<file path="config.mk">
export PLATFORM = sky130hd
export DESIGN_NAME = add_days_to_date_core
export DESIGN_NICKNAME = d
export VERILOG_FILES = /design/src/design/adddate_pkg.sv /design/src/design/add_days_to_date_core.sv
export SDC_FILE = /design/constraint.sdc
export NUM_CORES = 1
export LEC_CHECK = 0
export BUFFER_PORTS_ARGS = -buffer_cell sky130_fd_sc_hd__buf_4
export CORE_AREA = 2 2 85 95
export CTS_CLUSTER_DIAMETER = 50
export DETAILED_ROUTE_END_ITERATION = 6
export DIE_AREA = 0 0 87 97
export HOLD_SLACK_MARGIN = 0.05
export PLACE_DENSITY = 0.79
export SETUP_SLACK_MARGIN = 0.15
export SLEW_MARGIN = 30
export SYNTH_ARGS = -nofsm -noshare
export SYNTH_HDL_FRONTEND = slang
export SYNTH_SLANG_ARGS = --single-unit
</file>
<file path="constraint.sdc">
create_clock -name clk -period 7.92 [get_ports clk]
set_input_delay 0.792 -clock clk [delete_from_list [all_inputs] [get_ports clk]]
set_output_delay 0.792 -clock clk [all_outputs]
set_load 0.1 [all_outputs]
</file>
<file path="src/design/adddate_pkg.sv">
// adddate_pkg: shared types, constants and calendar helpers for the
// add-days-to-date block; no dependencies
package adddate_pkg;

  localparam int unsigned YEAR_W  = 14;
  localparam int unsigned MONTH_W = 4;
  localparam int unsigned DAY_W   = 5;
  localparam int unsigned COUNT_W = 15;
  localparam int unsigned CYCLE_W = 9;   // year position within the 400-year cycle

  localparam logic [YEAR_W-1:0]  YEAR_MAX    = YEAR_W'(9999);
  localparam logic [YEAR_W-1:0]  LEAP_CYCLE  = YEAR_W'(400);
  localparam logic [CYCLE_W-1:0] CYCLE_LAST  = CYCLE_W'(399);
  localparam logic [MONTH_W-1:0] MONTH_JAN   = MONTH_W'(1);
  localparam logic [MONTH_W-1:0] MONTH_FEB   = MONTH_W'(2);
  localparam logic [MONTH_W-1:0] MONTH_DEC   = MONTH_W'(12);
  localparam logic [DAY_W-1:0]   DAY_FIRST   = DAY_W'(1);
  localparam logic [DAY_W-1:0]   DAY_DEC_END = DAY_W'(31);

  typedef enum logic [1:0] {
    STAT_OK       = 2'd0,
    STAT_INVALID  = 2'd1,
    STAT_OVERFLOW = 2'd2
  } status_t;

  typedef enum logic [3:0] {
    S_IDLE = 4'b0001,
    S_MOD  = 4'b0010,
    S_WALK = 4'b0100,
    S_DONE = 4'b1000
  } state_t;

  // leap test from the year's position in the 400-year cycle
  function automatic logic is_leap(input logic [CYCLE_W-1:0] pos);
    logic century;
    century = (pos == CYCLE_W'(100)) || (pos == CYCLE_W'(200)) || (pos == CYCLE_W'(300));
    return (pos[1:0] == 2'b00) && !century;
  endfunction

  // month length, zero for a month code that means nothing
  function automatic logic [DAY_W-1:0] month_days(input logic [MONTH_W-1:0] m,
                                                  input logic leap);
    logic [DAY_W-1:0] len;
    case (m)
      4'd1, 4'd3, 4'd5, 4'd7, 4'd8, 4'd10, 4'd12: len = DAY_W'(31);
      4'd4, 4'd6, 4'd9, 4'd11:                    len = DAY_W'(30);
      4'd2:                                       len = leap ? DAY_W'(29) : DAY_W'(28);
      default:                                    len = '0;
    endcase
    return len;
  endfunction

endpackage

</file>
<file path="src/design/add_days_to_date_core.sv">
// add_days_to_date_core: adds a day count to a Gregorian date, month by month
// depends on adddate_pkg
//
// usage:
//   input channel in_*: one transaction carries a start date (year, month,
//   day) and a day count. in_stall is high while a date is being worked on,
//   so only one transaction is in the block at a time.
//   output channel out_*: one transaction per input, with the new date and a
//   status (0 ok, 1 invalid start date echoed back, 2 past 9999-12-31,
//   date saturated). The result holds steady while out_stall is high and
//   the block takes no new input until it has been taken.
// sequence: after the accept, the year is reduced by repeated subtraction of 400
//   (up to 40 steps, at most 24 for a valid year) and the date is checked,
//   then the shared subtract/compare unit steps month by month until the
//   count lands in the last month.
//   A new date is accepted only after the result has been taken and the
//   sequencer is back in idle.
// reset: rst_n (synchronous, active low) returns the sequencer to idle and
//   drops out_valid; no clearing pass is needed.
module add_days_to_date_core
  import adddate_pkg::*;
(
  input  logic               clk,
  input  logic               rst_n,
  input  logic               in_valid,
  output logic               in_stall,
  input  logic [YEAR_W-1:0]  in_start_year,
  input  logic [MONTH_W-1:0] in_start_month,
  input  logic [DAY_W-1:0]   in_start_day,
  input  logic [COUNT_W-1:0] in_days_to_add,
  output logic               out_valid,
  input  logic               out_stall,
  output logic [YEAR_W-1:0]  out_result_year,
  output logic [MONTH_W-1:0] out_result_month,
  output logic [DAY_W-1:0]   out_result_day,
  output logic [1:0]         out_status
);

  state_t             state_r, state_nxt;
  logic [YEAR_W-1:0]  year_r, year_nxt;
  logic [MONTH_W-1:0] month_r, month_nxt;
  logic [DAY_W-1:0]   day_r, day_nxt;
  logic [COUNT_W-1:0] rem_r, rem_nxt;
  logic [YEAR_W-1:0]  ymod_r, ymod_nxt;
  status_t            status_r, status_nxt;

  logic             leap;
  logic [DAY_W-1:0] dim;
  logic [DAY_W-1:0] left;
  logic             fits;
  logic             date_ok;

  // shared month unit: length of current month and days left in it
  assign leap    = is_leap(ymod_r[CYCLE_W-1:0]);
  assign dim     = month_days(month_r, leap);
  assign left    = dim - day_r;
  assign fits    = rem_r <= {{(COUNT_W-DAY_W){1'b0}}, left};
  assign date_ok = (year_r != '0) && (year_r <= YEAR_MAX) && (dim != '0) &&
                   (day_r != '0) && (day_r <= dim);

  // sequencer
  always_comb begin
    state_nxt  = state_r;
    year_nxt   = year_r;
    month_nxt  = month_r;
    day_nxt    = day_r;
    rem_nxt    = rem_r;
    ymod_nxt   = ymod_r;
    status_nxt = status_r;
    case (state_r)
      S_IDLE: begin
        if (in_valid) begin
          year_nxt   = in_start_year;
          month_nxt  = in_start_month;
          day_nxt    = in_start_day;
          rem_nxt    = in_days_to_add;
          ymod_nxt   = in_start_year;
          status_nxt = STAT_OK;
          state_nxt  = S_MOD;
        end
      end
      S_MOD: begin
        // reduce year into the leap cycle, then validate the start date
        if (ymod_r >= LEAP_CYCLE) begin
          ymod_nxt = ymod_r - LEAP_CYCLE;
        end else if (date_ok) begin
          state_nxt = S_WALK;
        end else begin
          status_nxt = STAT_INVALID;
          state_nxt  = S_DONE;
        end
      end
      S_WALK: begin
        if (fits) begin
          day_nxt   = day_r + rem_r[DAY_W-1:0];
          state_nxt = S_DONE;
        end else begin
          rem_nxt = rem_r - {{(COUNT_W-DAY_W){1'b0}}, left} - COUNT_W'(1);
          day_nxt = DAY_FIRST;
          if (month_r < MONTH_DEC) begin
            month_nxt = month_r + MONTH_W'(1);
          end else if (year_r >= YEAR_MAX) begin
            year_nxt   = YEAR_MAX;
            month_nxt  = MONTH_DEC;
            day_nxt    = DAY_DEC_END;
            status_nxt = STAT_OVERFLOW;
            state_nxt  = S_DONE;
          end else begin
            year_nxt  = year_r + YEAR_W'(1);
            month_nxt = MONTH_JAN;
            ymod_nxt  = (ymod_r[CYCLE_W-1:0] == CYCLE_LAST) ? '0 : ymod_r + YEAR_W'(1);
          end
        end
      end
      S_DONE: begin
        if (!out_stall) begin
          state_nxt = S_IDLE;
        end
      end
      default: begin
        state_nxt = S_IDLE;
      end
    endcase
  end

  // control state
  always_ff @(posedge clk) begin
    if (!rst_n) begin
      state_r <= S_IDLE;
    end else begin
      state_r <= state_nxt;
    end
  end

  // working registers
  always_ff @(posedge clk) begin
    year_r   <= year_nxt;
    month_r  <= month_nxt;
    day_r    <= day_nxt;
    rem_r    <= rem_nxt;
    ymod_r   <= ymod_nxt;
    status_r <= status_nxt;
  end

  // ports
  assign in_stall         = (state_r != S_IDLE);
  assign out_valid        = (state_r == S_DONE);
  assign out_result_year  = year_r;
  assign out_result_month = month_r;
  assign out_result_day   = day_r;
  assign out_status       = status_r;

`ifndef SYNTH
  // an accepted date never produces a result in the very next cycle
  a_no_instant_result: assert property (@(posedge clk) disable iff (!rst_n)
    (in_valid && !in_stall) |=> !out_valid)
    else $error("result presented one cycle after accept");

  // each month step strictly lowers the remaining count
  a_rem_shrinks: assert property (@(posedge clk) disable iff (!rst_n)
    (state_r == S_WALK && state_nxt == S_WALK) |=> (rem_r < $past(rem_r)))
    else $error("remaining day count did not shrink");

  // a good result is a real calendar date
  a_result_sane: assert property (@(posedge clk) disable iff (!rst_n)
    (out_valid && out_status == STAT_OK) |->
      (month_r != '0 && month_r <= MONTH_DEC && day_r != '0 && day_r <= dim))
    else $error("ok result is not a valid date");

  // overflow always saturates to the last representable date
  a_overflow_sat: assert property (@(posedge clk) disable iff (!rst_n)
    (out_valid && out_status == STAT_OVERFLOW) |->
      (year_r == YEAR_MAX && month_r == MONTH_DEC && day_r == DAY_DEC_END))
    else $error("overflow result not saturated");
`endif

endmodule
</file>
## After elaboration in Yosys (flattened, before gate mapping)

Index checks and enable logic that the tools add are counted.

| storage, ports and cells | value |
|---|---|
| output and inout bits | 27 |
| logic and storage cells | 116 |
| flip-flop bits (word level) | 58 |

| cells by class | value |
|---|---|
| mux-type cells | 41 |
| add/subtract/negate cells | 8 |
| reduce and logical (&&, ||, !) cells | 22 |
| equal/unequal tests | 32 |
| magnitude comparators | 6 |

Operators by type and width:

| cell | count |
|---|---|
| 14-bit two-way mux | 9 |
| 4-bit two-way mux | 11 |
| 14-bit case mux with 3 select lines | 1 |
| 15-bit two-way mux | 2 |
| 15-bit case mux with 2 select lines | 1 |
| 14-bit by 1-bit adder with 14-bit output, second input constant | 2 |
| 14-bit case mux with 2 select lines | 1 |
| 4-bit == test, second input constant | 6 |
| 4-bit by 3-bit == test with 1-bit output, second input constant | 5 |
| 5-bit two-way mux | 4 |
| 9-bit == test, second input constant | 2 |
| 2-bit inequality test, second input constant | 9 |
| 4-bit case mux with 4 select lines | 1 |
| 15-bit by 5-bit less-or-equal comparator with 1-bit output | 1 |
| 5-bit case mux with 3 select lines | 1 |
| 15-bit by 1-bit subtractor with 15-bit output, second input constant | 1 |
| 15-bit by 5-bit subtractor with 15-bit output | 1 |
| 14-bit >= comparator, second input constant | 1 |
| 14-bit by 9-bit >= comparator with 1-bit output, second input constant | 1 |
| 14-bit less-or-equal comparator, second input constant | 1 |
| 14-bit nonzero test | 1 |
| 14-bit by 9-bit subtractor with 14-bit output, second input constant | 1 |
| 4-bit by 2-bit == test with 1-bit output, second input constant | 3 |
| 2-bit two-way mux | 6 |
| 29 further kinds | 37 |

## Longest topological paths before layout

| logic depth | value |
|---|---|
| word-level depth | 14 |
| gate-level depth with buffers | 20 |
| gate-level depth less buffers | 19 |

## Least setup slack after synthesis

Ideal clock, no wire load.

| path | value |
|---|---|
| path type | reg-to-reg |
| from | register month_r[0], in the netlist out_result_month[0] |
| to | register ymod_r[0] (enable) |
| path buffers | 1 |
| setup time | 313 ps |
| period minus slack after synthesis | 5800 ps |
| data arrival time | 5487 ps |
| slack | 2120 ps |
| stages on the path, launching flop included | 19 |
| path through | edfxtp_1 inv_1 ha_1 nor2b_1 o21ai_0 o221a_2 ha_1 fa_1 inv_1 a21o_1 a21oi_1 xor2_1 ha_1 buf_2 o2111ai_1 nand4_1 a21oi_4 o41ai_1 and3_1 |

| on the way | value |
|---|---|
| longest elaborated chain between the ends | 7 |

Ends and longest elaborated chain:

| what | RTL line | text |
|---|---|---|
| start, declared | add_days_to_date_core.sv:41 | `logic [MONTH_W-1:0] month_r, month_nxt;` |
| start signal, assigned | add_days_to_date_core.sv:138 | `month_r <= month_nxt;` |
| 4-bit by 1-bit == test with 1-bit output, or another cell as far along | adddate_pkg.sv:44 | `case (m)` |
| 7-bit OR reduction / 4-bit OR reduction (equally long branches) | adddate_pkg.sv:44 |  |
| 5-bit case mux with 3 select lines | adddate_pkg.sv:44 |  |
| 5-bit subtractor | add_days_to_date_core.sv:56 | `assign left = dim - day_r;` |
| 15-bit by 5-bit less-or-equal comparator with 1-bit output | add_days_to_date_core.sv:57 | `assign fits = rem_r <= {{(COUNT_W-DAY_W){1'b0}}, left};` |
| 2-bit inequality test (no source line) | - |  |
| 6-bit AND reduction (no source line) * | - |  |
| end signal, assigned | add_days_to_date_core.sv:141 | `ymod_r <= ymod_nxt;` |
| end, declared | add_days_to_date_core.sv:44 | `logic [YEAR_W-1:0] ymod_r, ymod_nxt;` |

Mark *: on every way between the ends. The rest lies on a longest branch, timed or not.
A chain may end at the register's enable or synchronous reset.

## Final worst setup path

| path | value |
|---|---|
| from | register ymod_r[5] |
| to | register ymod_r[1] (enable) |

| on the way | value |
|---|---|
| longest elaborated chain between the ends | 11 |

Ends and longest elaborated chain:

| what | RTL line | text |
|---|---|---|
| 9-bit by 7-bit == test with 1-bit output / 9-bit by 8-bit == test with 1-bit output (equally long branches) | adddate_pkg.sv:36 | `century = (pos == CYCLE_W'(100)) \|\| (pos == CYCLE_W'(200)) \|\| (pos == CYCLE_W'(300));` |
| 1-bit logical OR (2 in a row) | adddate_pkg.sv:36 |  |
| 1-bit zero test | adddate_pkg.sv:37 | `return (pos[1:0] == 2'b00) && !century;` |
| 1-bit logical AND | adddate_pkg.sv:37 |  |
| 1-bit two-way mux | adddate_pkg.sv:47 | `4'd2: len = leap ? DAY_W'(29) : DAY_W'(28);` |
| 5-bit case mux with 3 select lines | adddate_pkg.sv:44 |  |
| 5-bit subtractor | add_days_to_date_core.sv:56 |  |
| 15-bit by 5-bit less-or-equal comparator with 1-bit output | add_days_to_date_core.sv:57 |  |
| 2-bit inequality test (no source line) | - |  |
| 6-bit AND reduction (no source line) * | - |  |

Marked as above.

==> flow_summary_export.csv <==
group,metric,value,unit
global_routing,grt_pass1_vias,3867,
drt,viasPerCell,6.189,
drt,drtIter0Drc,389,
logic_synthesis,ys_ff_latch,58,
sta,rsz0062_at_grt,"false",
logic_synthesis,yosysTopAreaCell,"edfxtp_1",
clock_tree,clk_latency,350,ps
clock_tree,postCtsSetupRepairBufs,0,
global_routing,grt_use_total,27.58,%
sta,fmax,0.2100,GHz
final_layout,antenna_cells,0,
sta,fin_crit_sh,60.13,%
clock_tree,cts_hold_buf,0,
placement,routabilityCongestion,0.9065,
clock_tree,path_clk_slew,60,ps
drt,vias,3924,
clock_tree,cts-buffers-inserted,9,
pwr,combinationalPowerShare,49.0,%
logic_synthesis,ys.flop_type,"edfxtp_1",
global_routing,antenna_found_initial,0,
clock_tree,cts-root-buf,"clkbuf_8",
critical_path,cp_max_fo,15,
drt,wirelength,11460,um
clock_tree,cts_max_level,3,
drt,dr.pass1.iters,6,
drt,drc_errors,0,
logic_synthesis,ys_top_cells_by_count,"nand2_1 (62), edfxtp_1 (54), nor2_1 (42)",
global_routing,grt_overflow,0,
pwr,power_frac_seq,33.5,%
sta,worstMarginPinSlew,870.7,ps
global_routing,grt_max_degree,61,
final_layout,area_delta_synth_final,17.51,%
logic_synthesis,synth.most_common_cell,"nand2_1",
clock_tree,cts_sinks,58,
final_layout,seq_area,1702,um^2
critical_path,critPathArrivalTime,4840,ps
hold_path,holdCritPathClass,"reg2reg",
die,die_y,97,um
logic_synthesis,synth-edff-count,54,
sta,fin_skew,10.82,ps
logic_synthesis,synth-seq-area-share,39.24,%
pwr,leakage,2.132,nW
die,die_w,87,um
sta,setup_viol,0,
drt,wl_per_cell,18.08,um
final_layout,layout-drive-gt1-share,16.82,%
die,core,7391,um^2
pwr,ir_drop,0.0001672,V
final_layout,multi_input_area,2454,um^2
pwr,netSwitchingFraction,45.94,%
die,start_util,58.68,%
pwr,intPower,0.8118,mW
drt,antenna_left,0,
logic_synthesis,ys_types,61,
logic_synthesis,netlist_area,4337,um^2
sta,setup_tns,0,ps
final_layout,nets,615,
die,row_count,33,
critical_path,cp_data_required_time,8000,ps
clock_tree,cts.repair.resized,0,
logic_synthesis,yosys-top-cells-area,"edfxtp_1 (37%), ha_1 (8.1%), nand2_1 (5.4%)",
clock_tree,cts.path.max_buffers,2,
logic_synthesis,synth_warnings,0,
logic_synthesis,avgSynthCellArea,9.073,um^2
sta,finalMaxSlewViolations,0,
critical_path,crit_path_start_kind,"flip-flop",
sta,finalHoldViolations,0,
critical_path,critPathKind,"reg2reg",
placement,port_buffers,68,
die,pin_count,69,
pwr,power_switching,0.6898,mW
clock_tree,cts_tree,"yes",
die,die-area,8439,um^2
pwr,pwr-share-clk,17.5,%
critical_path,r2r_slack,3160,ps
logic_synthesis,synth_cells,478,
logic_synthesis,syn_nets,551,
sta,post-route-min-period,4762,ps
placement,hpwl,8295,um
flow_run,maxCapViolCount,0,
status,status,"finished clean",
logic_synthesis,synth_top_area_share,37.39,%
final_layout,nFillCells,587,
pwr,power.density,294.6,nW/um^2
critical_path,end_kind,"flip-flop",
pwr,p_total,1.502,mW
global_routing,grt_pass1_wl,18350,um
logic_synthesis,synth_async_sr_flop_share,0,%
sta,slew_headroom,41.74,%
-- final cells by class --
type	instances	share of cell area, %
Multi-Input combinational cell	370	48.15
Clock inverter	4	0.8593
Tap cell	87	2.136
Sequential cell	58	33.39
Clock buffer	12	2.652
Timing Repair Buffer	71	10.46
Inverter	32	2.357
-- registers in the layout (all words and copies together), names as in the netlist --
name              count
out_result_month      4
out_status            2
rem_r                15
out_result_day        5
state_r               4
out_result_year      14
ymod_r               14
-- layer usage --
metal  share of wire (%)  vias to the layer above  track usage (%)
met1                  41                     1839            34.75
met4                 3.9                        0            15.02
li1                    -                     1868                -
met5                   0                        -                0
met3                 6.5                       38            4.693
met2                  48                      179            44.33
-- power groups by stage --
stage | Sequential [mW] | Combinational (mW) | Clock (mW)
final | 0.503 | 0.736 | 0.263
after global routing | 0.513 | 0.795 | 0.279
after CTS | 0.500 | 0.730 | 0.265
after detailed placement | 0.507 | 0.723 | 0
after global placement | 0.502 | 0.706 | 0
after floorplan | 0.630 | 0.429 | 0
-- worst max-delay path: stages, from the launching register on --
cell      delay (ps)
edfxtp_1         480
inv_1            140
ha_1             230
nand2_1           70
nor2_1            50
a21oi_1          150
nor3b_1           70
o221a_2          260
ha_1             210
fa_1             420
inv_1             70
a21o_1           100
a21oi_1           70
xor2_1           150
ha_1             410
nand4_1          150
or3b_2           530
a21oi_4          390
o41ai_2          100
buf_4            230
and3_1           240
-- metrics by stage --
stage,util [%],instances,cell area (um^2),worst slack (ps),hold WS (ps)
2_1_floorplan,-,478,4337,2120,482.6
3_3_place_gp,66.53,618,4917,3418,538.9
3_5_place_dp,66.53,618,4917,3249,532.9
4_1_cts,68.95,634,5096,3211,545.4
5_1_grt,68.95,634,5096,2888,576.1
6_report,68.95,634,5096,3158,543.2
-- kinds of logic (layout without fill, tap and decap cells) --
family          Yosys count  after routing  synth area share, %
buf+inv                  50            119                4.356
xor+xnor                 41             41                8.280
simple gates            177            177                19.56
flops                    58             58                39.24
compound gates          116            116                17.92
mux                       5              5                1.183
fa+ha+maj                31             31                9.464
-- final timing paths --
path,from,end,cells after the start
max,ymod_r[5],ymod_r[1],20
min,state_r[3],state_r[3],2
max reg2reg,ymod_r[5],ymod_r[1],20
min reg2reg,state_r[3],state_r[3],2
-- layout by cell type, fill, tap and decap left out, types with 6 or more instances in the layout --
master	netlist	routed
a21oi_1	11	11
inv_1	30	30
clkbuf_8	0	9
xor2_1	22	22
ha_1	28	28
xnor2_1	19	19
o221ai_1	7	7
a21o_1	8	8
nand4_1	10	10
and3_1	12	12
a31oi_1	10	10
o21ai_0	37	36
o21ai_1	5	6
nor3_1	8	8
nand2_1	62	62
nor2b_1	7	7
edfxtp_1	54	54
nand3_1	13	13
nor2_1	42	42
buf_4	0	71
Power figures use the tool's default switching activity.
